## config.mk

```make
export PLATFORM = sky130hd
export DESIGN_NAME = cti_tau
export DESIGN_NICKNAME = d
export VERILOG_FILES = /design/src/rtl/cti_pkg.sv /design/src/rtl/cti_tau.sv
export SDC_FILE = /design/constraint.sdc
export NUM_CORES = 2
export LEC_CHECK = 0
export ABC_AREA = 1
export BUFFER_PORTS_ARGS = -buffer_cell sky130_fd_sc_hd__buf_4
export CAP_MARGIN = 0
export CORE_ASPECT_RATIO = 0.7
export CORE_MARGIN = 8
export CORE_UTILIZATION = 35
export CTS_CLUSTER_SIZE = 28
export DETAILED_ROUTE_END_ITERATION = 16
export PLACE_DENSITY = 0.6
export SLEW_MARGIN = 20
export SYNTH_ARGS = -nofsm -noshare
export SYNTH_HDL_FRONTEND = slang
export SYNTH_SLANG_ARGS = --single-unit
export TNS_END_PERCENT = 10
```

## constraint.sdc

```tcl
create_clock -name clk -period 10.05 [get_ports clk]
set_input_delay 3.015 -clock clk [delete_from_list [all_inputs] [get_ports clk]]
set_output_delay 3.015 -clock clk [all_outputs]
set_load 0.05 [all_outputs]
```

## src/rtl/cti_pkg.sv

```systemverilog
// Shared types and constants of the cubic trajectory interpolator.
`default_nettype none
package cti_pkg;

	// command codes carried in s_tuser
	localparam logic [1:0] CMD_FEEDBACK = 2'd0;
	localparam logic [1:0] CMD_MOVE     = 2'd1;
	localparam logic [1:0] CMD_TICK     = 2'd2;

	// result kinds carried in m_tuser
	localparam logic KIND_ACK    = 1'b0;
	localparam logic KIND_SAMPLE = 1'b1;

	// configuration register indexes
	localparam int REG_DEFAULT_X = 0;
	localparam int REG_DEFAULT_Y = 1;
	localparam int REG_DEFAULT_Z = 2;
	localparam int REG_COUNT     = 3;

	// normalized time tau = t/T in Q0.16, position blend in Q0.30, velocity blend in Q1.30
	localparam int TAU_BITS  = 16;
	localparam int FRAC_BITS = 30;
	localparam int S_WIDTH   = 30;
	localparam int W_WIDTH   = 31;
	localparam int S_SHIFT   = 3 * TAU_BITS - FRAC_BITS;

	typedef struct packed {
		logic [S_WIDTH-1:0] s30;  // position blend 3tau^2 - 2tau^3
		logic [W_WIDTH-1:0] w30;  // velocity blend 6tau - 6tau^2
	} tau_t;

endpackage
`default_nettype wire

```

## src/rtl/cti_tau.sv

```systemverilog
// Normalized time divider and cubic blend factor evaluation.
`default_nettype none
module cti_tau #(
	parameter int TIME_WIDTH = 16
) (
	input  wire logic                  clk,
	input  wire logic                  arst_n,
	input  wire logic                  start,
	input  wire logic [TIME_WIDTH-1:0] elapsed,
	input  wire logic [TIME_WIDTH-1:0] duration,
	output logic                       done,
	output cti_pkg::tau_t              tau
);

	localparam int TB = cti_pkg::TAU_BITS;
	localparam int CW = $clog2(TB);

	localparam logic [2:0] TS_IDLE = 3'd0;
	localparam logic [2:0] TS_DIV  = 3'd1;
	localparam logic [2:0] TS_SQ   = 3'd2;
	localparam logic [2:0] TS_CUBE = 3'd3;
	localparam logic [2:0] TS_POLY = 3'd4;

	logic [2:0]            state_q;
	logic [CW-1:0]         cnt_q;
	logic                  done_q;
	logic [TIME_WIDTH-1:0] rem_q;
	logic [TB-1:0]         tq_q;
	logic [2*TB-1:0]       tau2_q;
	logic [3*TB-1:0]       tau3_q;
	logic [2*TB:0]         pw_q;
	cti_pkg::tau_t         tau_q;

	logic [TIME_WIDTH:0]   r2;
	logic [TIME_WIDTH:0]   diff;
	logic                  fit;
	logic [TB:0]           omt;
	logic [3*TB+1:0]       s_full;
	logic [2*TB+2:0]       w_full;

	assign r2   = {rem_q, 1'b0};
	assign diff = r2 - {1'b0, duration};
	assign fit  = r2 >= {1'b0, duration};
	assign omt  = {1'b1, {TB{1'b0}}} - {1'b0, tq_q};

	// 3*tau2<<16 - 2*tau3 in Q0.48
	assign s_full = {1'b0, tau2_q, {(TB+1){1'b0}}} + {2'b00, tau2_q, {TB{1'b0}}}
		- {1'b0, tau3_q, 1'b0};
	assign w_full = {pw_q, 2'b00} + {1'b0, pw_q, 1'b0};

	always_ff @(posedge clk or negedge arst_n) begin
		if (!arst_n) begin
			state_q <= TS_IDLE;
			cnt_q   <= '0;
			done_q  <= 1'b0;
		end else begin
			done_q <= 1'b0;
			unique case (state_q)
				TS_IDLE: begin
					if (start) begin
						state_q <= TS_DIV;
						cnt_q   <= CW'(TB - 1);
					end
				end
				TS_DIV: begin
					if (cnt_q == '0) state_q <= TS_SQ;
					cnt_q <= cnt_q - 1'b1;
				end
				TS_SQ:   state_q <= TS_CUBE;
				TS_CUBE: state_q <= TS_POLY;
				TS_POLY: begin
					state_q <= TS_IDLE;
					done_q  <= 1'b1;
				end
				default: state_q <= TS_IDLE;
			endcase
		end
	end

	always_ff @(posedge clk) begin
		unique case (state_q)
			TS_IDLE: begin
				rem_q <= elapsed;
				tq_q  <= '0;
			end
			TS_DIV: begin
				rem_q <= fit ? diff[TIME_WIDTH-1:0] : r2[TIME_WIDTH-1:0];
				tq_q  <= {tq_q[TB-2:0], fit};
			end
			TS_SQ: begin
				tau2_q <= tq_q * tq_q;
				pw_q   <= tq_q * omt;
			end
			TS_CUBE: tau3_q <= tau2_q * tq_q;
			TS_POLY: begin
				tau_q.s30 <= s_full[cti_pkg::S_SHIFT+cti_pkg::S_WIDTH-1:cti_pkg::S_SHIFT];
				tau_q.w30 <= w_full[cti_pkg::W_WIDTH+1:2];
			end
			default: ;
		endcase
	end

	assign done = done_q;
	assign tau  = tau_q;

endmodule
`default_nettype wire

```

After elaboration in Yosys (flattened, before gate mapping)
Cells that the tools add are included.
Widths: inputs -> output; s select.
Word-level totals
  register bits after elaboration: 212
  input port bits: 35
  output and inout bits: 62
Cells by class
  $add $sub $neg: 6
  multiply operators: 3
  order comparisons: 1
  eq/ne operators: 6
  muxes and demuxes: 9
  reductions and logical operators: 5
Operators by type and width (count)
  $pmux 16 s2: 2
  $add 48x48->48: 1
  $sub 48x48->48: 1
  $mul 32x16->47: 1
  $add 33x33->33: 1
  $mul 16x16->32: 1
  $mul 16x17->32: 1
  $ge 17x16->1: 1
  $sub 17x16->17 const A: 1
  $mux 16: 1
  $sub 16x16->16: 1
  $pmux 3 s4: 1
  $pmux 4 s2: 1
  $eq 3x2->1 const B: 2
  $mux 3: 2
  $logic_not 4->1: 1
  $mux 4: 1
  $ne 2x2->1 const B: 2
  $reduce_and 2->1: 2
  $sub 4x1->4 const B: 1
  $eq 3x1->1 const B: 1
  $eq 3x3->1 const B: 1
  $logic_not 3->1: 1
  $reduce_bool 2->1: 1
  $mux 1: 1

Logic depth before layout (Yosys ltp)
  depth in word-level cells: 3
  gate-level depth with buffers: 33

Worst setup path after synthesis
OpenSTA, ideal clock, no wires.
  path kind: register -> register
  from: register tq_q[0]
  to: register pw_q[29] (data pin)
  arrival: 6343 ps
  data required time: 9797 ps
  slack: 3454 ps
  stages on the path, launching flop included: 30
  period minus slack after synthesis: 6596 ps
  path through: edfxtp_1 -> clkbuf_1 -> inv_1 -> ha_1 -> nand3_1 -> nor2_1 -> nand3_1 -> inv_1 -> ha_1 -> clkbuf_1 -> inv_1 -> nand2_1 -> fa_1 -> fa_1 -> fa_1 -> inv_1 -> fa_1 -> fa_1 -> inv_1 -> fa_1 -> inv_1 -> ha_1 -> a21oi_1 -> o21ai_0 -> a21oi_1 -> inv_1 -> nand2_1 -> nand3_1 -> nand2_1 -> nand2_1
Between the ends
  word-level cells in the longest chain between the ends: 2
RTL lines
  start: declaration: RTL line cti_tau.sv:28  | logic [TB-1:0] tq_q;
  start signal: assignment: RTL line cti_tau.sv:88  | tq_q <= {tq_q[TB-2:0], fit};
  $sub 17x16->17: RTL line cti_tau.sv:44  | assign omt = {1'b1, {TB{1'b0}}} - {1'b0, tq_q};
  $mul 16x17->32 (*): RTL line cti_tau.sv:92  | pw_q <= tq_q * omt;
  end signal: assignment: RTL line cti_tau.sv:92
  end: declaration: RTL line cti_tau.sv:31  | logic [2*TB:0] pw_q;
Every way passes the cells marked *; elsewhere a longest branch is shown, timed or not.
A chain may end at the register's enable or synchronous reset.

Final worst setup path
  from: register tq_q[3]
  to: register pw_q[31] (data pin)
Same word-level chain as after synthesis.

==> flow_summary.yaml <==
synth:
  synth_seq_cells: 210
  synth-adder-area-share_pct: 44.7
  async_reset_ff_share_pct: 3.81
  synth_common_cells: "inv_1, nand2_1, fa_1"
  ys.flop_type: "edfxtp_1"
  synthCells: 6358
  yosys_warnings: 0
  synth_area_leaders: "fa_1, inv_1, nand2_1, edfxtp_1, ha_1"
  synth-xor-area-share_pct: 2.10
  yosysMostFrequentCell: "inv_1"
  netlist_area_um2: 48100
  synth_compound_area_share_pct: 3.80
  ys_types: 47
  synth.top_cell.area_share_pct: 33.8
  ys_seq_area_share_pct: 13.0
  synthSimpleGateAreaFrac_pct: 21.0
  synth_area_leader_cell: "fa_1"
  synth.area.mux_share_pct: 0
  avgSynthCellArea_um2: 7.56
  synth_edf_count: 202
  synth_top_family_by_area: "adder cells"
clock_tree:
  clk_latency_ps: 640
  post-cts-setup-buffers: 0
  cts_tree: "yes"
  cts_resized: 0
  hold_buffers: 0
  cts_buffer_depth: 3
  clkSinkCount: 210
  clockRootBuffer: "clkbuf_16"
  cts_buffers: 30
  cts_max_level: 1
  clk_pin_slew_ps: 60
layout:
  multi_input_area_um2: 34500
  area_growth_pct: 7.76
  nets: 7623
  regArea_um2: 6270
  layout-drive-gt1-share_pct: 3.43
  fill_cells: 14300
  final_cells: 8223
detailed_routing:
  vias: 39600
  via_per_inst: 4.82
  remaining_drc_errors: 0
  routed_wirelength_um: 147000
  drtIter0Drc: 3431
  antenna_left: 0
  first_pass_iters: 6
  route.detailed.wl_per_inst_um: 17.9
die:
  core_um2: 136000
  die_h_um: 326
  ioPinCount: 97
  rows: 113
  die-area_um2: 150000
  die_w_um: 459
  start_util_pct: 35.3
sta:
  setup_viol_count_final: 0
  slew_violations: 0
  setup_tns_ps: 0
  max_freq_ghz: 0.125
  worst_pin_slew_ps: 1170
  finalHoldViolCount: 0
  post-route-period-util_pct: 79.9
  rsz0062_at_grt: "false"
  fin_crit_ps: 8030
  max_slew_margin_pct: 21.8
  skew_ps: 34.5
grt:
  grt_pass1_vias: 39600
  grt_max_degree: 59
  gr-total-overflow: 0
  grt_antenna_before_repair: 2
  grt_usage_pct: 19.5
  grt_pass1_wl_um: 230000
critical_path:
  worst-endpoint-required_ps: 10450
  slowest_delay_ps: 560
  worst-setup-path-type: "flip-flop to flip-flop"
  cp_max_fo: 20
  slowest_stage: "fa_1"
  critical_path.most_common_cell: "fa_1"
  crit_path_start_kind: "flip-flop"
  end_kind: "flip-flop"
  rr_worst_depth: 27
  cp.arrival_ps: 8430
placed_design:
  place_congestion: 0.968
  placedCellCount: 8165
  hpwl_um: 120000
  portBuffers: 96
run:
  drv_cap: 0
min_path:
  hp-class: "flip-flop to flip-flop"
  holdPathStages: 2
outcome:
  status: "completed"
==> per-layer routing <==
| metal | part of all wire (%) | track usage, % |
|---|---|---|
| met3 | 12 | 6.00 |
| met2 | 38 | 26.1 |
| met4 | 1.4 | 2.63 |
| met1 | 49 | 30.7 |
| met5 | 0.26 | 1.83 |
==> per-stage QoR <==
| stage | cell area [um^2] | hold slack, ps | util, % | setup slack (ps) |
|---|---|---|---|---|
| finish | 51800 | 545 | 38.1 | 2020 |
| global route | 51800 | 609 | 38.1 | 1740 |
| CTS | 51700 | 549 | 38.0 | 2310 |
| detailed placement | 50700 | 534 | 37.3 | 2350 |
| global placement | 50700 | 524 | 37.3 | 2360 |
| floorplan | 48100 | 479 | - | 3450 |
==> registers in the layout, indices dropped and copies added (netlist names) <==
name / cells
state_q: 3
cnt_q: 4
tq_q: 16
pw_q: 31
tau: 61
rem_q: 16
tau3_q: 47
tau2_q: 31
done: 1
==> logic make-up after synthesis <==
logic type	count (synthesis)
AOI/OAI and AO/OA	332
xor gates and xnor gates	115
adders and majority gates	1229
buffers and inverters	1965
DFF	210
other	2
and+or+nand+nor	2505
==> placed cells by master, fill, tap and decap left out, types with 9 or more instances in the layout <==
cell type,instances
inv_1,1772
xor2_1,82
nor2_1,408
buf_4,130
nand2_1,1731
o21bai_1,29
a21o_1,10
nand4_1,70
xnor2_1,33
ha_1,418
clkbuf_16,32
o21ai_0,76
clkbuf_1,9
nor3_1,30
a21oi_1,195
nand3_1,206
edfxtp_1,202
nand3b_1,10
conb_1,21
fa_1,811
==> critical path, delay by kind of cell, from the launching register on <==
family	cells	cell delay [ps]
adder cells (fa/ha/maj)	8	3580
buffers and inverters	6	1200
flip-flops	1	390
AND/OR/NAND/NOR	10	1810
AO/OA/AOI/OAI	3	750
==> worst paths after layout <==
path | start | end | slack (ps)
max reg2reg | tq_q[3] | pw_q[31] | 2020
min in group asynchronous | arst_n | cnt_q[2] | 2220
max | tq_q[3] | pw_q[31] | 2020
max in group asynchronous | arst_n | state_q[0] | 7690
min | cnt_q[2] | cnt_q[2] | 540
min reg2reg | cnt_q[2] | cnt_q[2] | 540
==> area by class of cell <==
| type | count | area share (%) |
|---|---|---|
| multi-input combinational | 4202 | 66.6 |
| inverter | 1782 | 12.9 |
| sequential | 210 | 12.1 |
| tap | 1840 | 4.45 |
| timing repair buffer | 133 | 2.01 |
| clock buffer | 44 | 1.69 |
| clock inverter | 10 | 0.263 |
| antenna | 2 | 0.00966 |
Power is left out: the tool's default activity adds up to more than one toggle a clock period on the data nets, which glitch-free logic cannot reach.
