[src/rtl/cti_pkg.sv]
// Shared types and constants of the cubic trajectory interpolator.
`default_nettype none
package cti_pkg;

	// command codes carried in s_tuser
	localparam logic [1:0] CMD_FEEDBACK = 2'd0;
	localparam logic [1:0] CMD_MOVE     = 2'd1;
	localparam logic [1:0] CMD_TICK     = 2'd2;

	// result kinds carried in m_tuser
	localparam logic KIND_ACK    = 1'b0;
	localparam logic KIND_SAMPLE = 1'b1;

	// configuration register indexes
	localparam int REG_DEFAULT_X = 0;
	localparam int REG_DEFAULT_Y = 1;
	localparam int REG_DEFAULT_Z = 2;
	localparam int REG_COUNT     = 3;

	// normalized time tau = t/T in Q0.16, position blend in Q0.30, velocity blend in Q1.30
	localparam int TAU_BITS  = 16;
	localparam int FRAC_BITS = 30;
	localparam int S_WIDTH   = 30;
	localparam int W_WIDTH   = 31;
	localparam int S_SHIFT   = 3 * TAU_BITS - FRAC_BITS;

	typedef struct packed {
		logic [S_WIDTH-1:0] s30;  // position blend 3tau^2 - 2tau^3
		logic [W_WIDTH-1:0] w30;  // velocity blend 6tau - 6tau^2
	} tau_t;

endpackage
`default_nettype wire

[src/rtl/cti_lane.sv]
// One axis lane: position step, velocity divide and saturation.
`default_nettype none
module cti_lane #(
	parameter int POS_WIDTH  = 32,
	parameter int TIME_WIDTH = 16
) (
	input  wire logic                        clk,
	input  wire logic                        arst_n,
	input  wire logic                        start,
	input  wire logic signed [POS_WIDTH-1:0] target,
	input  wire logic signed [POS_WIDTH-1:0] origin,
	input  wire cti_pkg::tau_t               tau,
	input  wire logic [TIME_WIDTH-1:0]       duration,
	output logic                             done,
	output logic signed [POS_WIDTH-1:0]      ref_pos,
	output logic signed [POS_WIDTH-1:0]      vel
);

	localparam int P   = POS_WIDTH;
	localparam int HW  = (P + 1) / 2;
	localparam int FW  = cti_pkg::W_WIDTH;
	localparam int FB  = cti_pkg::FRAC_BITS;
	localparam int PPW = HW + FW;
	localparam int ACW = P + FW;
	localparam int NW  = P + 1;
	localparam int CW  = $clog2(NW);

	localparam logic [2:0] LS_IDLE = 3'd0;
	localparam logic [2:0] LS_MUL  = 3'd1;
	localparam logic [2:0] LS_LOAD = 3'd2;
	localparam logic [2:0] LS_DIV  = 3'd3;
	localparam logic [2:0] LS_FIN  = 3'd4;

	localparam logic [2:0] MUL_LAST = 3'd4;

	logic [2:0]            state_q;
	logic [2:0]            mph_q;
	logic [CW-1:0]         cnt_q;
	logic                  done_q;
	logic                  neg_q;
	logic [P-1:0]          mag_q;
	logic [PPW-1:0]        pp_q;
	logic [ACW-1:0]        acc_s_q;
	logic [ACW-1:0]        acc_w_q;
	logic [P-1:0]          step_q;
	logic [NW-1:0]         num_q;
	logic [TIME_WIDTH-1:0] rem_q;
	logic [P-1:0]          ref_q;
	logic [P-1:0]          vel_q;

	logic [P:0]            d;
	logic [P:0]            magw;
	logic [HW-1:0]         op_a;
	logic [FW-1:0]         op_b;
	logic [TIME_WIDTH:0]   r2;
	logic [TIME_WIDTH:0]   diff;
	logic                  fit;
	logic signed [P+1:0]   step_ext;
	logic signed [P+1:0]   ref_full;
	logic signed [P+1:0]   vel_ext;
	logic signed [P+1:0]   vel_full;
	logic                  ref_fits;
	logic                  vel_fits;
	logic [P-1:0]          pos_max;
	logic [P-1:0]          pos_min;

	assign d    = {target[P-1], target} - {origin[P-1], origin};
	assign magw = d[P] ? -d : d;

	always_comb begin
		unique case (mph_q)
			3'd0: begin
				op_a = mag_q[HW-1:0];
				op_b = FW'(tau.s30);
			end
			3'd1: begin
				op_a = HW'(mag_q >> HW);
				op_b = FW'(tau.s30);
			end
			3'd2: begin
				op_a = mag_q[HW-1:0];
				op_b = tau.w30;
			end
			3'd3: begin
				op_a = HW'(mag_q >> HW);
				op_b = tau.w30;
			end
			default: begin
				op_a = '0;
				op_b = '0;
			end
		endcase
	end

	assign r2   = {rem_q, num_q[NW-1]};
	assign diff = r2 - {1'b0, duration};
	assign fit  = r2 >= {1'b0, duration};

	assign step_ext = $signed({2'b00, step_q});
	assign ref_full = {{2{origin[P-1]}}, origin} + (neg_q ? -step_ext : step_ext);
	assign vel_ext  = $signed({1'b0, num_q});
	assign vel_full = neg_q ? -vel_ext : vel_ext;

	assign ref_fits = (&ref_full[P+1:P-1]) | ~(|ref_full[P+1:P-1]);
	assign vel_fits = (&vel_full[P+1:P-1]) | ~(|vel_full[P+1:P-1]);
	assign pos_max  = {1'b0, {(P-1){1'b1}}};
	assign pos_min  = {1'b1, {(P-1){1'b0}}};

	always_ff @(posedge clk or negedge arst_n) begin
		if (!arst_n) begin
			state_q <= LS_IDLE;
			mph_q   <= '0;
			cnt_q   <= '0;
			done_q  <= 1'b0;
		end else begin
			done_q <= 1'b0;
			unique case (state_q)
				LS_IDLE: begin
					if (start) begin
						state_q <= LS_MUL;
						mph_q   <= '0;
					end
				end
				LS_MUL: begin
					if (mph_q == MUL_LAST) state_q <= LS_LOAD;
					mph_q <= mph_q + 1'b1;
				end
				LS_LOAD: begin
					state_q <= LS_DIV;
					cnt_q   <= CW'(NW - 1);
				end
				LS_DIV: begin
					if (cnt_q == '0) state_q <= LS_FIN;
					cnt_q <= cnt_q - 1'b1;
				end
				LS_FIN: begin
					state_q <= LS_IDLE;
					done_q  <= 1'b1;
				end
				default: state_q <= LS_IDLE;
			endcase
		end
	end

	always_ff @(posedge clk) begin
		unique case (state_q)
			LS_IDLE: begin
				neg_q <= d[P];
				mag_q <= magw[P-1:0];
			end
			LS_MUL: begin
				pp_q <= op_a * op_b;
				// accumulate the product issued one phase earlier
				unique case (mph_q)
					3'd1: acc_s_q <= ACW'(pp_q);
					3'd2: acc_s_q <= acc_s_q + (ACW'(pp_q) << HW);
					3'd3: acc_w_q <= ACW'(pp_q);
					3'd4: acc_w_q <= acc_w_q + (ACW'(pp_q) << HW);
					default: ;
				endcase
			end
			LS_LOAD: begin
				step_q <= acc_s_q[FB+P-1:FB];
				num_q  <= acc_w_q[ACW-1:FB];
				rem_q  <= '0;
			end
			LS_DIV: begin
				rem_q <= fit ? diff[TIME_WIDTH-1:0] : r2[TIME_WIDTH-1:0];
				num_q <= {num_q[NW-2:0], fit};
			end
			LS_FIN: begin
				ref_q <= ref_fits ? ref_full[P-1:0] : (ref_full[P+1] ? pos_min : pos_max);
				vel_q <= vel_fits ? vel_full[P-1:0] : (vel_full[P+1] ? pos_min : pos_max);
			end
			default: ;
		endcase
	end

	assign done    = done_q;
	assign ref_pos = ref_q;
	assign vel     = vel_q;

endmodule
`default_nettype wire

[config.mk]
export PLATFORM = sky130hd
export DESIGN_NAME = cti_lane
export DESIGN_NICKNAME = d
export VERILOG_FILES = /design/src/rtl/cti_pkg.sv /design/src/rtl/cti_lane.sv
export SDC_FILE = /design/constraint.sdc
export NUM_CORES = 2
export LEC_CHECK = 0
export BUFFER_PORTS_ARGS = -buffer_cell sky130_fd_sc_hd__buf_2
export CORE_UTILIZATION = 58
export CTS_CLUSTER_DIAMETER = 200
export DETAILED_ROUTE_END_ITERATION = 16
export PLACE_DENSITY = 0.74
export SETUP_SLACK_MARGIN = 0.15
export SYNTH_ARGS = -nofsm -noshare
export SYNTH_HDL_FRONTEND = slang
export SYNTH_SLANG_ARGS = --single-unit
[constraint.sdc]
create_clock -name clk -period 14.3 [get_ports clk]
set_input_delay 2.86 -clock clk [delete_from_list [all_inputs] [get_ports clk]]
set_output_delay 2.86 -clock clk [all_outputs]
set_load 0.02 [all_outputs]
**After elaboration in Yosys (flattened, before gate mapping)**

Cells that the tools add are included.

- Multiplexer cells: 22
- Multiply operators: 1
- $lt $le $gt $ge: 1
- Equality and inequality tests: 11
- Add/subtract/negate cells: 10
- Bitwise operators: 4
- Reductions and logical operators: 19

Operators with widths:

| cell | count |
|---|---|
| 63-bit case mux with 2 select lines | 2 |
| 32-bit two-way mux | 5 |
| 63-bit adder | 2 |
| 34-bit two-way mux | 2 |
| 33-bit case mux with 2 select lines | 1 |
| 16-bit case mux with 2 select lines | 2 |
| 31-bit case mux with 2 select lines | 1 |
| 16-bit by 31-bit multiplier with 47-bit output | 1 |
| 34-bit adder | 1 |
| 32-bit negation with 34-bit output | 1 |
| 33-bit negation with 34-bit output | 1 |
| 32-bit by 32-bit subtractor with 33-bit output | 1 |
| 32-bit negation | 1 |
| 17-bit by 16-bit >= comparator with 1-bit output | 1 |
| 16-bit two-way mux | 1 |
| 16-bit subtractor | 1 |
| 3-bit by 2-bit == test with 1-bit output, second input constant | 4 |
| 3-bit two-way mux | 4 |
| 3-bit case mux with 4 select lines | 1 |
| 6-bit case mux with 2 select lines | 1 |
| 3-bit AND reduction | 3 |
| 2-bit nonzero test | 4 |
| 2-bit OR reduction | 4 |
| 3-bit by 1-bit == test with 1-bit output, second input constant | 2 |
| other kinds (12) | 21 |

- Word-level logic and storage cells: 82
- Output and inout bits: 65
- Register bits after elaboration: 364

**Logic depth before layout (Yosys ltp)**

- Word-level depth: 7
- Depth in mapped cells: 32

**Worst setup path before layout**

No wires, ideal clock.

- Path kind: in2reg
- From: input port tau[3] in the netlist's numbering
- To: register pp_q[46], data pin
- Path slack: 5.034 ns
- Data required time: 14.040 ns
- Stages: 23
- Arrival: 9.006 ns
- Setup time: 0.260 ns
- Cell sequence: a22oi_1 > clkbuf_1 > nor2_1 > fa_1 > inv_1 > fa_1 > inv_1 > fa_1 > fa_1 > fa_1 > inv_1 > fa_1 > inv_1 > ha_1 > a21o_1 > a221o_1 > a21oi_1 > a31oi_1 > a21o_1 > a221oi_1 > o211ai_1 > a21oi_1 > xnor2_1

- Cells in the longest elaborated chain, start to end: 2

Ends and longest elaborated chain:

| element | RTL line | source |
|---|---|---|
| start, declared | cti_lane.sv:12 | `input wire cti_pkg::tau_t tau,` |
| 31-bit case mux with 2 select lines | cti_lane.sv:71 | `unique case (mph_q)` |
| 16-bit by 31-bit multiplier with 47-bit output | cti_lane.sv:152 | `pp_q <= op_a * op_b;` |
| end signal, assigned | cti_lane.sv:152 |  |
| end, declared | cti_lane.sv:42 | `logic [PPW-1:0] pp_q;` |

No other way between the ends.
A chain may end at the register's enable or synchronous reset.

**Final worst setup path**

- From: input port tau[5] in the netlist's numbering
- To: register pp_q[41], data pin

The elaborated chain is that of the path after synthesis.

==> metrics.md <==
| Metric | Value |
|---|---|
| Num ports | `209` |
| CTS-repair resized insts | `0` |
| CP Max Fanout | `10` |
| Ys async rst share | `3.93%` |
| First-pass GRT wire length | `175000 um` |
| CTS sink count | `331` |
| Slew Viols, Final | `0` |
| Vias in the first global route | `31.9k` |
| Worst Tran Pin Value | `1.36 ns` |
| TNS Setup | `0 ns` |
| Area growth from synthesis to layout | `7.60%` |
| # hold bufs at CTS | `0` |
| Die width | `263 um` |
| Slew HR | `9.56%` |
| Share of layout cells above drive strength 1 | `8.82%` |
| Final setup fails | `0` |
| Mapped Area | `39600 sq um` |
| Worst-path clk slew | `0.06 ns` |
| Fmax | `0.103 GHz` |
| Max-capacitance violation count | `0` |
| Synth Area per Inst | `9.11 sq um` |
| DRC viols | `0` |
| Die Ht | `263 um` |
| Post-route minimum period | `9.71 ns` |
| Largest area contributor in the netlist | `edfxtp_1` |
| Antenna Cells | `0` |
| CP Capture Type | `flop` |
| Post-synth top area share | `24.1%` |
| Number of distinct library cells after synthesis | `87` |
| RePlAce Congestion | `0.950` |
| Hold Vio Cnt, Final | `0` |
| Main combinational cell family by area after synthesis | `adder cells` |
| Mux cell area share after synthesis | `1.44%` |
| Cells after synthesis | `4342` |
| WL final | `110000 um` |
| Worst Path Required | `14.61 ns` |
| Routed vias | `32.4k` |
| H-Tree Depth | `2` |
| Dpl hpwl | `86600 um` |
| Fill cells | `5601` |
| Row count | `95` |
| Multi-input combinational cell area | `26900 sq um` |
| CTS Buf Count | `37` |
| PortBufs | `208` |
| Clk_skew | `0.0187 ns` |
| Die area | `69300 sq um` |
| Setup Fix Bufs, Post-CTS | `0` |
| Synth Area in Adders | `30.2%` |
| XOR/XNOR share of the synthesized area | `5.62%` |
| CP arrival | `10.02 ns` |
| CTS max path bufs | `3` |
| Gr usage total | `32.2%` |
| Initial antenna violation count | `2` |
| ANT nets after route | `0` |
| Most common cell after layout, fill and taps aside | `inv_1` |
| HP Class | `reg -> reg` |
| Post-synthesis net count | `5196` |
| CTS root buf | `clkbuf_16` |
| Seq/Total Area, Yosys | `25.0%` |
| Worst-skew pair later-pin latency | `0.57 ns` |
| CP Launch Type | `primary input` |
| GRT Residual Overflow | `0` |
| Run status | `completed` |
| CTS tree | `built` |
| Count of warnings emitted by yosys | `0` |
| Layout Nets | `5295` |
| Compound-Gate Fraction of Synth Area | `16.2%` |
| Final worst path period share | `67.9%` |
| Main synth FF type | `edfxtp_1` |
| Routed length per instance | `20.6 um` |
| Core ar. | `67300 sq um` |
| RSZ-0062 raised after global routing | `false` |
| Detailed Routing Iterations Pass 1 | `5` |
| Largest net degree at the start of global routing | `79` |
| Number of enable flip-flop cells after synthesis | `318` |
| Starting DRT DRC Count | `2704` |
| Synth top area cells | `edfxtp_1, fa_1, ha_1, inv_1, nand2_1` |
| Simple-gate area share of the yosys netlist | `14.3%` |
| Commonest cells after routing, fill and taps aside | `inv_1, nand2_1, fa_1` |
| FF/Latch Area | `9870 sq um` |
| Starting density of the core | `58.8%` |
| Vias/cell | `6.06` |
| #FFs+latches synth | `331` |
| Critical path type | `in -> reg` |
==> cell type report <==
cell class,count,share of cell area [%]
repair buffers,249,3.17
inverters,567,5.00
clock buffers,44,2.36
clock inverters,23,0.614
well taps,873,2.57
multi-input cells,3255,63.1
flip-flops and latches,331,23.2
==> routing by layer <==
| metal | up-vias | track usage, % | wire (um) | share of wire [%] |
|---|---|---|---|---|
| li1 | 15000 | - | - | - |
| met1 | 15700 | 42.1 | 44500 | 40 |
| met2 | 1342 | 53.6 | 51900 | 47 |
| met3 | 325 | 4.37 | 8180 | 7.4 |
| met4 | 4 | 14.6 | 5600 | 5.1 |
| met5 | - | 0 | 33 | 0.030 |
==> sequential cells by signal, indices dropped and copies added, names as in the netlist, 16 cells and up <==
register / count
pp_q: 47
acc_w_q: 47
num_q: 33
acc_s_q: 46
step_q: 32
vel: 32
mag_q: 32
rem_q: 16
ref_pos: 32
==> synthesized netlist by cell type, types with 35 or more instances <==
cell type,instances
nand4_1,38
a22o_1,48
o31ai_1,41
fa_1,409
edfxtp_1,318
inv_1,566
ha_1,301
nor2_1,350
a22oi_1,44
o21a_1,35
xor2_1,113
nand2_1,530
a21o_1,134
clkbuf_1,171
nor3_1,59
a21oi_1,235
nand3_1,70
xnor2_1,139
o21ai_0,218
==> final timing paths <==
path	start	cells past startpoint	slack, ns	endpoint
worst max-delay path	tau[5]	23	4.59	pp_q[41]
worst min-delay path	acc_s_q[51]	0	0.47	step_q[21]
worst max register to register	mph_q[2]	27	5.31	pp_q[42]
worst min register to register	acc_s_q[51]	0	0.47	step_q[21]
max in group asynchronous	arst_n	1	11.76	state_q[1]
min in group asynchronous	arst_n	1	2.22	cnt_q[3]
==> stage by stage <==
step | instance area, sq um | utilization [%] | worst slack [ns] | hold WS (ns) | std cells
finish | 42600 | 63.3 | 4.59 | 0.467 | 5342
global route | 42600 | 63.3 | 4.20 | 0.475 | 5342
detailed placement | 41300 | 61.4 | 4.08 | 0.458 | 5275
floorplan | 39600 | - | 5.03 | 0.431 | 4342
global placement | 41300 | 61.4 | 4.15 | 0.443 | 5275
CTS | 42600 | 63.3 | 4.67 | 0.472 | 5342
==> worst max-delay path, stage by stage <==
cell and delay, ns:
buf_2 0.11, a22oi_1 0.84, nor2_1 0.15, fa_1 0.57
inv_1 0.05, fa_1 0.57, fa_1 0.44, fa_1 0.49
inv_1 0.06, fa_1 0.53, inv_1 0.07, fa_1 0.56
inv_1 0.05, ha_1 0.35, nand2_1 0.11, and2_1 0.12
o21ai_0 0.20, a2111oi_0 0.57, nor3_1 0.20, or3_1 0.39
a31oi_1 0.39, o21ai_0 0.16, xor2_1 0.16
==> logic make-up (layout without fill, tap and decap cells) <==
family / Yosys count / count (layout)
AO/OA/AOI/OAI: 981 / 981
multiplexers: 53 / 53
AND/OR/NAND/NOR: 1258 / 1258
flip-flops: 331 / 331
XOR/XNOR: 253 / 253
adder cells (fa/ha/maj): 710 / 710
buffers and inverters: 756 / 883
Power is not shown: default switching activity piles up to over one toggle a cycle in this logic, so the estimate is an artifact.
